`config.mk`:
```
export PLATFORM = sky130hd
export DESIGN_NAME = escaped_frame_receiver_core
export DESIGN_NICKNAME = d
export VERILOG_FILES = /design/src/design/efr_pkg.sv /design/src/design/efr_ram.sv /design/src/design/efr_datapath.sv /design/src/design/efr_controller.sv /design/src/design/escaped_frame_receiver_core.sv
export SDC_FILE = /design/constraint.sdc
export NUM_CORES = 1
export LEC_CHECK = 0
export ABC_AREA = 1
export BUFFER_PORTS_ARGS = -buffer_cell sky130_fd_sc_hd__buf_2
export CAP_MARGIN = 20
export CORE_MARGIN = 2
export CORE_UTILIZATION = 57
export DETAILED_ROUTE_END_ITERATION = 12
export GPL_TIMING_DRIVEN = 1
export PLACE_DENSITY = 0.74
export SLEW_MARGIN = 0
export SYNTH_ARGS = -nofsm -noshare
export SYNTH_HDL_FRONTEND = slang
export SYNTH_HIERARCHICAL = 1
export SYNTH_SLANG_ARGS = --single-unit
```
`constraint.sdc`:
```
create_clock -name clk -period 3.45 [get_ports clk]
set_input_delay 0.5175 -clock clk [delete_from_list [all_inputs] [get_ports clk]]
set_output_delay 0.5175 -clock clk [all_outputs]
set_load 0.005 [all_outputs]
```
`src/design/efr_pkg.sv`:
```
// Package with constants, state type and control structs of the escaped frame receiver.
`timescale 1ns / 1ps
`default_nettype none
package efr_pkg;

    localparam int DEFAULT_PAYLOAD_DEPTH = 64;

    localparam logic [7:0] START_BYTE  = 8'h7E;
    localparam logic [7:0] ESCAPE_BYTE = 8'h7D;
    localparam logic [7:0] ESCAPE_MASK = 8'h20;
    localparam logic [7:0] SUM_GOOD    = 8'hFF;

    localparam logic [1:0] KIND_GOOD  = 2'd0;
    localparam logic [1:0] KIND_CSUM  = 2'd1;
    localparam logic [1:0] KIND_START = 2'd2;

    typedef enum logic [2:0] {
        S_IDLE,
        S_LEN,
        S_API,
        S_BODY,
        S_SINGLE,
        S_READ,
        S_DRAIN
    } state_t;

    typedef struct packed {
        logic       begin_frame;
        logic       set_escape;
        logic       clear_escape;
        logic       load_len;
        logic       load_api;
        logic       add_sum;
        logic       store_byte;
        logic       dec_len;
        logic       load_kind;
        logic [1:0] kind;
        logic       rd_start;
        logic       rd_en;
        logic       rd_step;
        logic       draining;
        logic       single;
    } cmd_t;

    typedef struct packed {
        logic is_start;
        logic is_escape;
        logic len_zero;
        logic sum_good;
        logic count_zero;
        logic last_read;
    } status_t;

endpackage
`default_nettype wire

```
`src/design/efr_ram.sv`:
```
// Generic simple dual-port RAM with registered read data.
`timescale 1ns / 1ps
`default_nettype none
module efr_ram #(
    parameter int WIDTH = 8,
    parameter int DEPTH = 64
) (
    input  wire logic                     clk,
    input  wire logic                     we,
    input  wire logic [$clog2(DEPTH)-1:0] waddr,
    input  wire logic [WIDTH-1:0]         wdata,
    input  wire logic                     re,
    input  wire logic [$clog2(DEPTH)-1:0] raddr,
    output logic      [WIDTH-1:0]         rdata
);

    logic [WIDTH-1:0] mem_reg [DEPTH];
    logic [WIDTH-1:0] rdata_reg;

    always_ff @(posedge clk)
    begin
        if (we)
        begin
            mem_reg[waddr] <= wdata;
        end
        if (re)
        begin
            rdata_reg <= mem_reg[raddr];
        end
    end

    assign rdata = rdata_reg;

endmodule
`default_nettype wire

```
`src/design/efr_datapath.sv`:
```
// Datapath: unescaping, length and checksum registers, payload buffer and result fields.
`timescale 1ns / 1ps
`default_nettype none
module efr_datapath #(
    parameter int PAYLOAD_DEPTH = efr_pkg::DEFAULT_PAYLOAD_DEPTH
) (
    input  wire logic            clk,
    input  wire logic            rst_n,
    input  wire logic [7:0]      rx_byte,
    input  wire efr_pkg::cmd_t   cmd,
    output efr_pkg::status_t     status,
    output logic      [1:0]      event_kind,
    output logic      [7:0]      api_code,
    output logic      [6:0]      payload_length,
    output logic      [7:0]      data_byte,
    output logic                 data_valid,
    output logic                 last
);

    localparam int AW = $clog2(PAYLOAD_DEPTH);
    localparam int CW = $clog2(PAYLOAD_DEPTH + 1);
    localparam logic [CW-1:0] FULL_COUNT = CW'(PAYLOAD_DEPTH);

    logic          escape_reg, escape_next;
    logic [7:0]    len_reg, len_next;
    logic [7:0]    api_reg, api_next;
    logic [7:0]    sum_reg, sum_next;
    logic [CW-1:0] count_reg, count_next;
    logic [AW-1:0] rd_idx_reg, rd_idx_next;
    logic [1:0]    kind_reg, kind_next;

    logic [7:0]    plain_byte;
    logic [7:0]    sum_add;
    logic          ram_we;
    logic [7:0]    ram_rdata;

    assign plain_byte = escape_reg ? (rx_byte ^ efr_pkg::ESCAPE_MASK) : rx_byte;
    assign sum_add    = sum_reg + plain_byte;
    assign ram_we     = cmd.store_byte && (count_reg != FULL_COUNT);

    always_comb
    begin
        escape_next = escape_reg;
        len_next    = len_reg;
        api_next    = api_reg;
        sum_next    = sum_reg;
        count_next  = count_reg;
        rd_idx_next = rd_idx_reg;
        kind_next   = kind_reg;
        if (cmd.begin_frame)
        begin
            escape_next = 1'b0;
            sum_next    = 8'h00;
            count_next  = '0;
        end
        if (cmd.set_escape)
        begin
            escape_next = 1'b1;
        end
        if (cmd.clear_escape)
        begin
            escape_next = 1'b0;
        end
        // A zero length byte behaves as a length of one.
        if (cmd.load_len)
        begin
            len_next = (plain_byte == 8'h00) ? 8'h00 : plain_byte - 8'h01;
        end
        if (cmd.load_api)
        begin
            api_next = plain_byte;
        end
        if (cmd.add_sum)
        begin
            sum_next = sum_add;
        end
        if (ram_we)
        begin
            count_next = count_reg + 1'b1;
        end
        if (cmd.dec_len)
        begin
            len_next = len_reg - 8'h01;
        end
        if (cmd.load_kind)
        begin
            kind_next = cmd.kind;
        end
        if (cmd.rd_start)
        begin
            rd_idx_next = '0;
        end
        if (cmd.rd_step)
        begin
            rd_idx_next = rd_idx_reg + 1'b1;
        end
    end

    always_ff @(posedge clk or negedge rst_n)
    begin
        if (!rst_n)
        begin
            escape_reg <= 1'b0;
            len_reg    <= 8'h00;
            api_reg    <= 8'h00;
            sum_reg    <= 8'h00;
            count_reg  <= '0;
            rd_idx_reg <= '0;
            kind_reg   <= efr_pkg::KIND_GOOD;
        end
        else
        begin
            escape_reg <= escape_next;
            len_reg    <= len_next;
            api_reg    <= api_next;
            sum_reg    <= sum_next;
            count_reg  <= count_next;
            rd_idx_reg <= rd_idx_next;
            kind_reg   <= kind_next;
        end
    end

    efr_ram #(
        .WIDTH (8),
        .DEPTH (PAYLOAD_DEPTH)
    ) u_payload_ram (
        .clk   (clk),
        .we    (ram_we),
        .waddr (count_reg[AW-1:0]),
        .wdata (plain_byte),
        .re    (cmd.rd_en),
        .raddr (rd_idx_reg),
        .rdata (ram_rdata)
    );

    always_comb
    begin
        status.is_start   = (rx_byte == efr_pkg::START_BYTE);
        status.is_escape  = (rx_byte == efr_pkg::ESCAPE_BYTE);
        status.len_zero   = (len_reg == 8'h00);
        status.sum_good   = (sum_add == efr_pkg::SUM_GOOD);
        status.count_zero = (count_reg == '0);
        status.last_read  = ((CW'(rd_idx_reg) + 1'b1) == count_reg);
    end

    // Error results carry zero in every field but the kind and last.
    assign event_kind     = kind_reg;
    assign api_code       = (kind_reg == efr_pkg::KIND_GOOD) ? api_reg : 8'h00;
    assign payload_length = (kind_reg == efr_pkg::KIND_GOOD) ? 7'(count_reg) : 7'd0;
    assign data_byte      = cmd.draining ? ram_rdata : 8'h00;
    assign data_valid     = cmd.draining;
    assign last           = cmd.single || (cmd.draining && status.last_read);

endmodule
`default_nettype wire

```
`src/design/efr_controller.sv`:
```
// Controller: frame parsing state machine and result sequencing.
`timescale 1ns / 1ps
`default_nettype none
module efr_controller (
    input  wire logic              clk,
    input  wire logic              rst_n,
    input  wire logic              in_valid,
    output logic                   in_ready,
    output logic                   out_valid,
    input  wire logic              out_ready,
    input  wire efr_pkg::status_t  status,
    output efr_pkg::cmd_t          cmd
);

    efr_pkg::state_t state_reg, state_next;
    logic            accept;

    always_ff @(posedge clk or negedge rst_n)
    begin
        if (!rst_n)
        begin
            state_reg <= efr_pkg::S_IDLE;
        end
        else
        begin
            state_reg <= state_next;
        end
    end

    always_comb
    begin
        state_next = state_reg;
        cmd        = '0;
        in_ready   = 1'b0;
        out_valid  = 1'b0;
        accept     = 1'b0;
        unique case (state_reg)
            efr_pkg::S_IDLE:
            begin
                in_ready = 1'b1;
                accept   = in_valid;
                // Outside a frame, and after an error, only a start byte matters.
                if (accept && status.is_start)
                begin
                    cmd.begin_frame = 1'b1;
                    state_next      = efr_pkg::S_LEN;
                end
            end
            efr_pkg::S_LEN, efr_pkg::S_API, efr_pkg::S_BODY:
            begin
                in_ready = 1'b1;
                accept   = in_valid;
                if (accept)
                begin
                    priority if (status.is_start)
                    begin
                        cmd.load_kind = 1'b1;
                        cmd.kind      = efr_pkg::KIND_START;
                        state_next    = efr_pkg::S_SINGLE;
                    end
                    else if (status.is_escape)
                    begin
                        cmd.set_escape = 1'b1;
                    end
                    else
                    begin
                        cmd.clear_escape = 1'b1;
                        if (state_reg == efr_pkg::S_LEN)
                        begin
                            cmd.load_len = 1'b1;
                            state_next   = efr_pkg::S_API;
                        end
                        else if (state_reg == efr_pkg::S_API)
                        begin
                            cmd.load_api = 1'b1;
                            cmd.add_sum  = 1'b1;
                            state_next   = efr_pkg::S_BODY;
                        end
                        else if (!status.len_zero)
                        begin
                            cmd.add_sum    = 1'b1;
                            cmd.store_byte = 1'b1;
                            cmd.dec_len    = 1'b1;
                        end
                        else
                        begin
                            // Checksum byte closes the frame.
                            cmd.add_sum   = 1'b1;
                            cmd.load_kind = 1'b1;
                            cmd.kind      = status.sum_good ? efr_pkg::KIND_GOOD
                                                            : efr_pkg::KIND_CSUM;
                            if (!status.sum_good || status.count_zero)
                            begin
                                state_next = efr_pkg::S_SINGLE;
                            end
                            else
                            begin
                                cmd.rd_start = 1'b1;
                                state_next   = efr_pkg::S_READ;
                            end
                        end
                    end
                end
            end
            efr_pkg::S_SINGLE:
            begin
                out_valid  = 1'b1;
                cmd.single = 1'b1;
                if (out_ready)
                begin
                    state_next = efr_pkg::S_IDLE;
                end
            end
            efr_pkg::S_READ:
            begin
                cmd.rd_en  = 1'b1;
                state_next = efr_pkg::S_DRAIN;
            end
            efr_pkg::S_DRAIN:
            begin
                out_valid    = 1'b1;
                cmd.draining = 1'b1;
                if (out_ready)
                begin
                    if (status.last_read)
                    begin
                        state_next = efr_pkg::S_IDLE;
                    end
                    else
                    begin
                        cmd.rd_step = 1'b1;
                        state_next  = efr_pkg::S_READ;
                    end
                end
            end
            default:
            begin
                state_next = efr_pkg::S_IDLE;
            end
        endcase
    end

    // Input and output are never open in the same cycle.
    assert property (@(posedge clk) disable iff (!rst_n) !(in_ready && out_valid))
        else $error("input and output handshakes open together");

    // A read is always followed by presenting its data.
    assert property (@(posedge clk) disable iff (!rst_n)
        cmd.rd_en |=> (state_reg == efr_pkg::S_DRAIN))
        else $error("read data not presented after read");

    // Delivering the final result of a run reopens the input.
    assert property (@(posedge clk) disable iff (!rst_n)
        (out_valid && out_ready && (cmd.single || status.last_read)) |=> in_ready)
        else $error("input not reopened after final result");

endmodule
`default_nettype wire

```
`src/design/escaped_frame_receiver_core.sv`:
```
// Escaped frame receiver: top level joining controller and datapath.
//
// Input channel (in_valid/in_ready, rx_byte) takes one raw serial byte per item.
// Frames are 0x7E, length, API code, payload, checksum; 0x7D escapes the next
// byte inside a frame. Output channel (out_valid/out_ready) gives results:
// one per stored payload byte of a good frame (last marks the final one), or a
// single result for an empty good frame, a checksum error or a start byte
// arriving mid-frame.
// Each byte that causes no result is absorbed with in_ready held high. After a checksum
// byte the first result is shown in the next cycle for a single result, or after the
// read state for a payload run; each payload result passes through the read state,
// set by the registered read port of the payload buffer, before it is shown.
// While results are pending in_ready is low, and a stalled receiver simply holds
// the current result; nothing is dropped.
// Reset returns the block to idle with the checksum and escape state cleared;
// the payload buffer is not cleared, as only entries written in the current
// frame are ever read.
`timescale 1ns / 1ps
`default_nettype none
module escaped_frame_receiver_core #(
    parameter int PAYLOAD_DEPTH = efr_pkg::DEFAULT_PAYLOAD_DEPTH
) (
    input  wire logic       clk,
    input  wire logic       rst_n,
    input  wire logic       in_valid,
    output logic            in_ready,
    input  wire logic [7:0] rx_byte,
    output logic            out_valid,
    input  wire logic       out_ready,
    output logic      [1:0] event_kind,
    output logic      [7:0] api_code,
    output logic      [6:0] payload_length,
    output logic      [7:0] data_byte,
    output logic            data_valid,
    output logic            last
);

    efr_pkg::cmd_t    cmd;
    efr_pkg::status_t status;

    efr_controller u_controller (
        .clk       (clk),
        .rst_n     (rst_n),
        .in_valid  (in_valid),
        .in_ready  (in_ready),
        .out_valid (out_valid),
        .out_ready (out_ready),
        .status    (status),
        .cmd       (cmd)
    );

    efr_datapath #(
        .PAYLOAD_DEPTH (PAYLOAD_DEPTH)
    ) u_datapath (
        .clk            (clk),
        .rst_n          (rst_n),
        .rx_byte        (rx_byte),
        .cmd            (cmd),
        .status         (status),
        .event_kind     (event_kind),
        .api_code       (api_code),
        .payload_length (payload_length),
        .data_byte      (data_byte),
        .data_valid     (data_valid),
        .last           (last)
    );

endmodule
`default_nettype wire

```
# Word level (Yosys, flattened, before mapping)
# Memory sizes are Yosys's and may differ from the RTL's. A register that Yosys moved wholly into a read port is not among the register bits.
# Index checks and enable logic that the tools add are counted.
totals:
  memories: 1
  output_inout_bits: 29
  reg_bits: 43
  mem_bits_rw: 512
memory_table:
  columns: ["name", "words", "word_bits", "read_ports", "rd_clocked_by_memory_dff", "wr", "line", "source"]
  rows:
  - ["u_datapath.u_payload_ram.mem_reg", 64, 8, 1, 1, 1, "efr_ram.sv:17", "logic [WIDTH-1:0] mem_reg [DEPTH];"]
classes:
  n_reduce_logical: 20
  n_eq_ne: 17
  add_sub_neg: 6
  n_bitwise: 1
  muxes: 54
op_table:
  columns: ["operator", "n"]
  rows:
  - ["$mux 8", 8]
  - ["$mux 3", 11]
  - ["$mux 7", 4]
  - ["$mux 6", 4]
  - ["$mux 11", 2]
  - ["$mux 1", 20]
  - ["$eq 8x7->1 const B", 2]
  - ["$logic_not 8->1", 2]
  - ["$sub 8x1->8 const B", 2]
  - ["$pmux 3 s5", 1]
  - ["$mux 10", 1]
  - ["$eq 3x3->1 const B", 3]
  - ["$add 8x8->8", 1]
  - ["$eq 8x8->1 const B", 1]
  - ["$reduce_bool 2->1", 4]
  - ["$add 6x1->7 const B", 1]
  - ["$add 7x1->7 const B", 1]
  - ["$eq 7x7->1", 1]
  - ["$logic_not 7->1", 1]
  - ["$ne 7x7->1 const B", 1]
  - ["$add 6x1->6 const B", 1]
  - ["$eq 3x2->1 const B", 2]
  - ["$ne 2x2->1 const B", 3]
  - ["$reduce_and 6->1", 1]
  - ["16 further kinds", 20]

# Logic depth before layout (Yosys ltp)
logic_depth:
  ltp_word: 17
  depth_mapped: 16

# By module
# Netlist, hierarchy kept.
by_module_without_submodules:
  columns: ["mod", "cells_per_inst", "area_each_um2", "instances"]
  rows:
  - ["efr_ram", 1805, 21419.3, 1]
  - ["efr_datapath", 381, 2722.6, 1]
  - ["efr_controller", 77, 402.9, 1]

# Least setup slack after synthesis
# OpenSTA, ideal clock, no wires.
synth_path:
  kind: "input to register"
  start: "input port rx_byte[0]"
  end: "memory u_datapath.u_payload_ram.mem_reg[50][0], enable pin"
  stages: 13
  t_arrival_ns: 2.962
  required_time_ns: 3.055
  slack_ns: 0.093
  path_cell_list: "inv_1 > ha_1 > nand3_1 > nor2_1 > nor2_1 > nand3_1 > nor2_1 > buf_4 > nand2_1 > inv_1 > clkbuf_1 > nand4_1 > nor4_1"
synth_lines:
  columns: ["item", "line", "source"]
  rows:
  - ["start: declaration", "escaped_frame_receiver_core.sv:27", "input wire logic [7:0] rx_byte,"]
  - ["end: declaration", "efr_ram.sv:17", null]

# Final worst setup path
layout_path:
  start: "register u_datapath.rd_idx_reg[1]"
  end: "output port last"
layout_via:
  elab_chain_cells: 4
layout_rtl:
  columns: ["item", "line", "source"]
  rows:
  - ["start: declaration", "efr_datapath.sv:29", "logic [AW-1:0] rd_idx_reg, rd_idx_next;"]
  - ["start signal: assignment", "efr_datapath.sv:118", "rd_idx_reg <= rd_idx_next;"]
  - ["$add 6x1->7", "efr_datapath.sv:143", "status.last_read = ((CW'(rd_idx_reg) + 1'b1) == count_reg);"]
  - ["$eq 7x7->1", "efr_datapath.sv:143", null]
  - ["$logic_and 1x1->1", "efr_datapath.sv:152", "assign last = cmd.single || (cmd.draining && status.last_read);"]
  - ["$logic_or 1x1->1", "efr_datapath.sv:152", null]
  - ["end: declaration", "escaped_frame_receiver_core.sv:35", "output logic last"]
# No other way between the ends.

==> metrics.md <==
| Metric | Value |
|---|---|
| Share of the synthesized area in the top cell type | 63.6% |
| Critical hold path startpoint | out_ready |
| Nets | approximately 2300 |
| GR Layer Usage met1 | roughly two fifths |
| CTS HTree Levels | 2 |
| Final Hold Vio Count | 0 |
| Synth Area in Compound Gates | about 1.3% |
| Area Overhead vs Synth | 10.6% |
| Met2 Use GR | 43.1% |
| Die W | about 210 um |
| R2r setup slk | approximately 510 ps |
| Drt drc | 0 |
| Core ar. | 42800 um^2 |
| Final instance area | ~27000 um^2 |
| Number of cells produced by synthesis | 2263 |
| Register area share after synthesis | 68.0% |
| Post-Synth Adder-Cell Area | 0.846% |
| Num rows | 76 |
| First-pass GRT wire length | just over 90 mm |
| Die area | 44700 um^2 |
| Pwr dens | 805 nW/um^2 |
| Status | completed |
| Post_cts resized | 0 |
| # Post-CTS Setup Buffers | 0 |
| Data required time of the critical path | 2930 ps |
| Yosys Warn Count | 6 |
| Share of layout cells above drive strength 1 | 9.52% |
| Insertion delay to the later sink of the worst-skew pair | 610 ps |
| Min-delay worst type | in2reg |
| Vias in the first global route | 16200 |
| TritonCTS Buffers | 54 |
| Drt pass-1 iters | 9 |
| Mapped Nets | 2291 |
| FF-to-FF path depth | 10 |
| Routed len/inst | ~21 um |
| Minimum clock period | 3000 ps |
| Post-synth top area cell | edfxtp_1 |
| Port Buffers | 40 |
| Post-Synth Simple-Gate Area | between 20 and 25% |
| GR Overflow Total | 0 |
| Synth Area in XOR/XNOR | 0.530% |
| Most Frequent Cell on Critical Path | nand2_1 |
| Largest net degree at the start of global routing | 131 |
| Filler cell count | about 3200 |
| CTS tree | done |
| Finish-stage setup viols | 0 |
| WL final | 60.7 mm |
| Cell Chain, Critical Path | ha_1 -> nand2_1 -> o21ai_0 -> nand2_1 -> nand2_1 -> nand2_1 -> nor2_1 -> nand4_1 -> nand2_1 -> buf_2 |
| Critical-path maximum fanout | 24 |
| Critical path's slowest cell | dfrtp_4 |
| Final Slew Violations | 0 |
| Top cells by area, synth | edfxtp_1, nand2_1, nand3_1 |
| Critical Path Sink Type | output pin |
| Clock Pin Slew Worst Setup and Hold Paths | 60 ps |
| Vias per inst | 5.93 |
| Largest family of logic cells by synthesized area | simple AND/OR/NAND/NOR gates |
| Dpl hpwl | 37.8 mm |
| Clk_skew | 15.5 ps |
| Initial antenna violation count | 1 |
| Startpoint types | register |
| CP startpoint | u_datapath/rd_idx_reg[1] |
| Worst Hold Path EP | u_controller/state_reg[2] |
| CP arrival | 2490 ps |
| Library cells used by synthesis | 41 |
| Crit Reg-Reg Endpoint | u_datapath/u_payload_ram/mem_reg[31][2] |
| Count of state elements after synthesis | 563 |
| Largest register FFs | 512 |
| Dpl cell area | 25200 um^2 |
| # clock sinks | around 560 |
| Max VDD drop | about 0.48 mV |
| GP Congestion | 0.942 |
| Worst slew pin tran | 1030 ps |
| Syn_area_per_cell | 10.8 um^2 |
| Fmax | 333 MHz |
| Drt initial violations | 2044 |
| Antenna Violating Nets Remaining | 0 |
| Initial Utilization | between 50 and 60% |
| Die Y | 212 um |
| Via count | 17200 |
| Max-Cap Viols | 0 |
| Global routing's busiest layer | met2 |
| Setup TNS | 0 ps |
| Hold path depth | 4 |
| IO Pins | 41 |
| Post-synthesis mux area share | 0% |
| Fin crit share | about 87% |
| P_leak | about 10 nW |
| Max-Slew Margin vs Limit | 31.0% |
| Total Routing Usage GR | 27.5% |
| Routing usage on met3 | 4.26% |
| Mapped cell area | 24500 um^2 |
| Critical Path Max Stage Delay | 650 ps |
| CP Class | reg2out |
| CTS root buf | clkbuf_16 |
| Antenna cells | 0 |
| RSZ-0062 raised after global routing | false |
| Reg2reg start | u_datapath/count_reg[0] |
| Clock Tree Buf Depth | 3 |
## how the worst max path moves through the flow
stage / endpoint / slack, ps / cells past startpoint
2_1_floorplan: u_datapath/u_payload_ram/mem_reg[50][0] / 90 / 13
3_3_place_gp: u_datapath/u_payload_ram/mem_reg[31][2] / 290 / 13
3_5_place_dp: u_datapath/u_payload_ram/mem_reg[15][2] / 180 / 13
4_1_cts: last / 420 / 10
5_1_grt: last / 260 / 10
6_report: last / 450 / 10
## Yosys cell counts (all sizes together)
cell and number:
xnor2 3, nand2 771, nor2 121, o22ai 9, nor3 9, nand3 476, nor4 8, a22oi 1
nor3b 1, dfrtp 43, and3 2, nand3b 3, o21ai 29, nand4 17, ha 15, fa 1
o32ai 1, inv 84, a32o 1, xor2 11, a21oi 14, buf 100, or2 2, edfxtp 520
o21a 1, clkbuf 20
## through the flow
| stage | utilization (%) | hold slack [ps] | worst slack, ps | power (mW) | std cells |
|---|---|---|---|---|---|
| floorplan | - | 222 | 93.3 | 13.7 | 2263 |
| global placement | 58.8 | 471 | 294 | 15.3 | 2795 |
| detailed placement | 58.8 | 483 | 176 | 15.5 | 2796 |
| CTS | 63.4 | 106 | 423 | 21.8 | 2896 |
| global route | 63.4 | 272 | 265 | 23.0 | 2898 |
| finish | 63.4 | 242 | 447 | 21.8 | 2898 |
## cells in the final DEF (no fill, tap or decap), types with 17 or more instances in the layout
| master | netlist | routed |
|---|---|---|
| inv_1 | 78 | 77 |
| buf_4 | 16 | 62 |
| clkbuf_16 | 0 | 57 |
| nor2_1 | 116 | 116 |
| nand4_1 | 17 | 17 |
| nand2_1 | 767 | 767 |
| dfrtp_1 | 43 | 40 |
| o21ai_0 | 26 | 26 |
| buf_2 | 37 | 40 |
| nand3_1 | 475 | 475 |
| edfxtp_1 | 520 | 520 |
## power breakdown
part	total, mW	leakage (nW)	internal, mW	switching [mW]
Sequential	8.18	5.19	7.78	0.401
Clock	6.35	0.936	3.82	2.52
Combinational	7.32	4.31	2.11	5.20
Total	21.8	10.4	13.7	8.13
## what timing repair did
item                                   in CTS  in global routing
setup endpoints to repair                   0                  0
hold buffers                                0                  1
endpoints found under the hold margin       0                  5
## layout make-up
class	instances	area, um^2	area share [%]
clock inverter	33	457	1.68
multi-input combinational	1496	6700	24.7
tap	546	683	2.52
timing repair buffer	109	796	2.93
clock buffer	67	1480	5.47
inverter	84	322	1.18
sequential	563	16700	61.5
## per-layer routing
layer	vias to the layer above	share of wire, %
met4	0	3.5
met1	8194	41
met5	-	0
met2	951	46
li1	7900	-
met3	141	9.3
## worst max-delay path, delay by kind of cell, from the launching register on
family                     cells  cell delay [ps]
DFF                            1              650
buffers and inverters          1              110
and+or+nand+nor                7              650
AOI/OAI and AO/OA              1              220
adders and majority gates      1              260
## cell families (layout without fill, tap and decap cells)
| family | Yosys count | count (layout) |
|---|---|---|
| buf+inv | 204 | 293 |
| flops | 563 | 563 |
| simple gates | 1410 | 1410 |
| compound gates | 56 | 56 |
| fa+ha+maj | 16 | 16 |
| xor+xnor | 14 | 14 |
No activity file was read; power rests on OpenSTA's default activity.
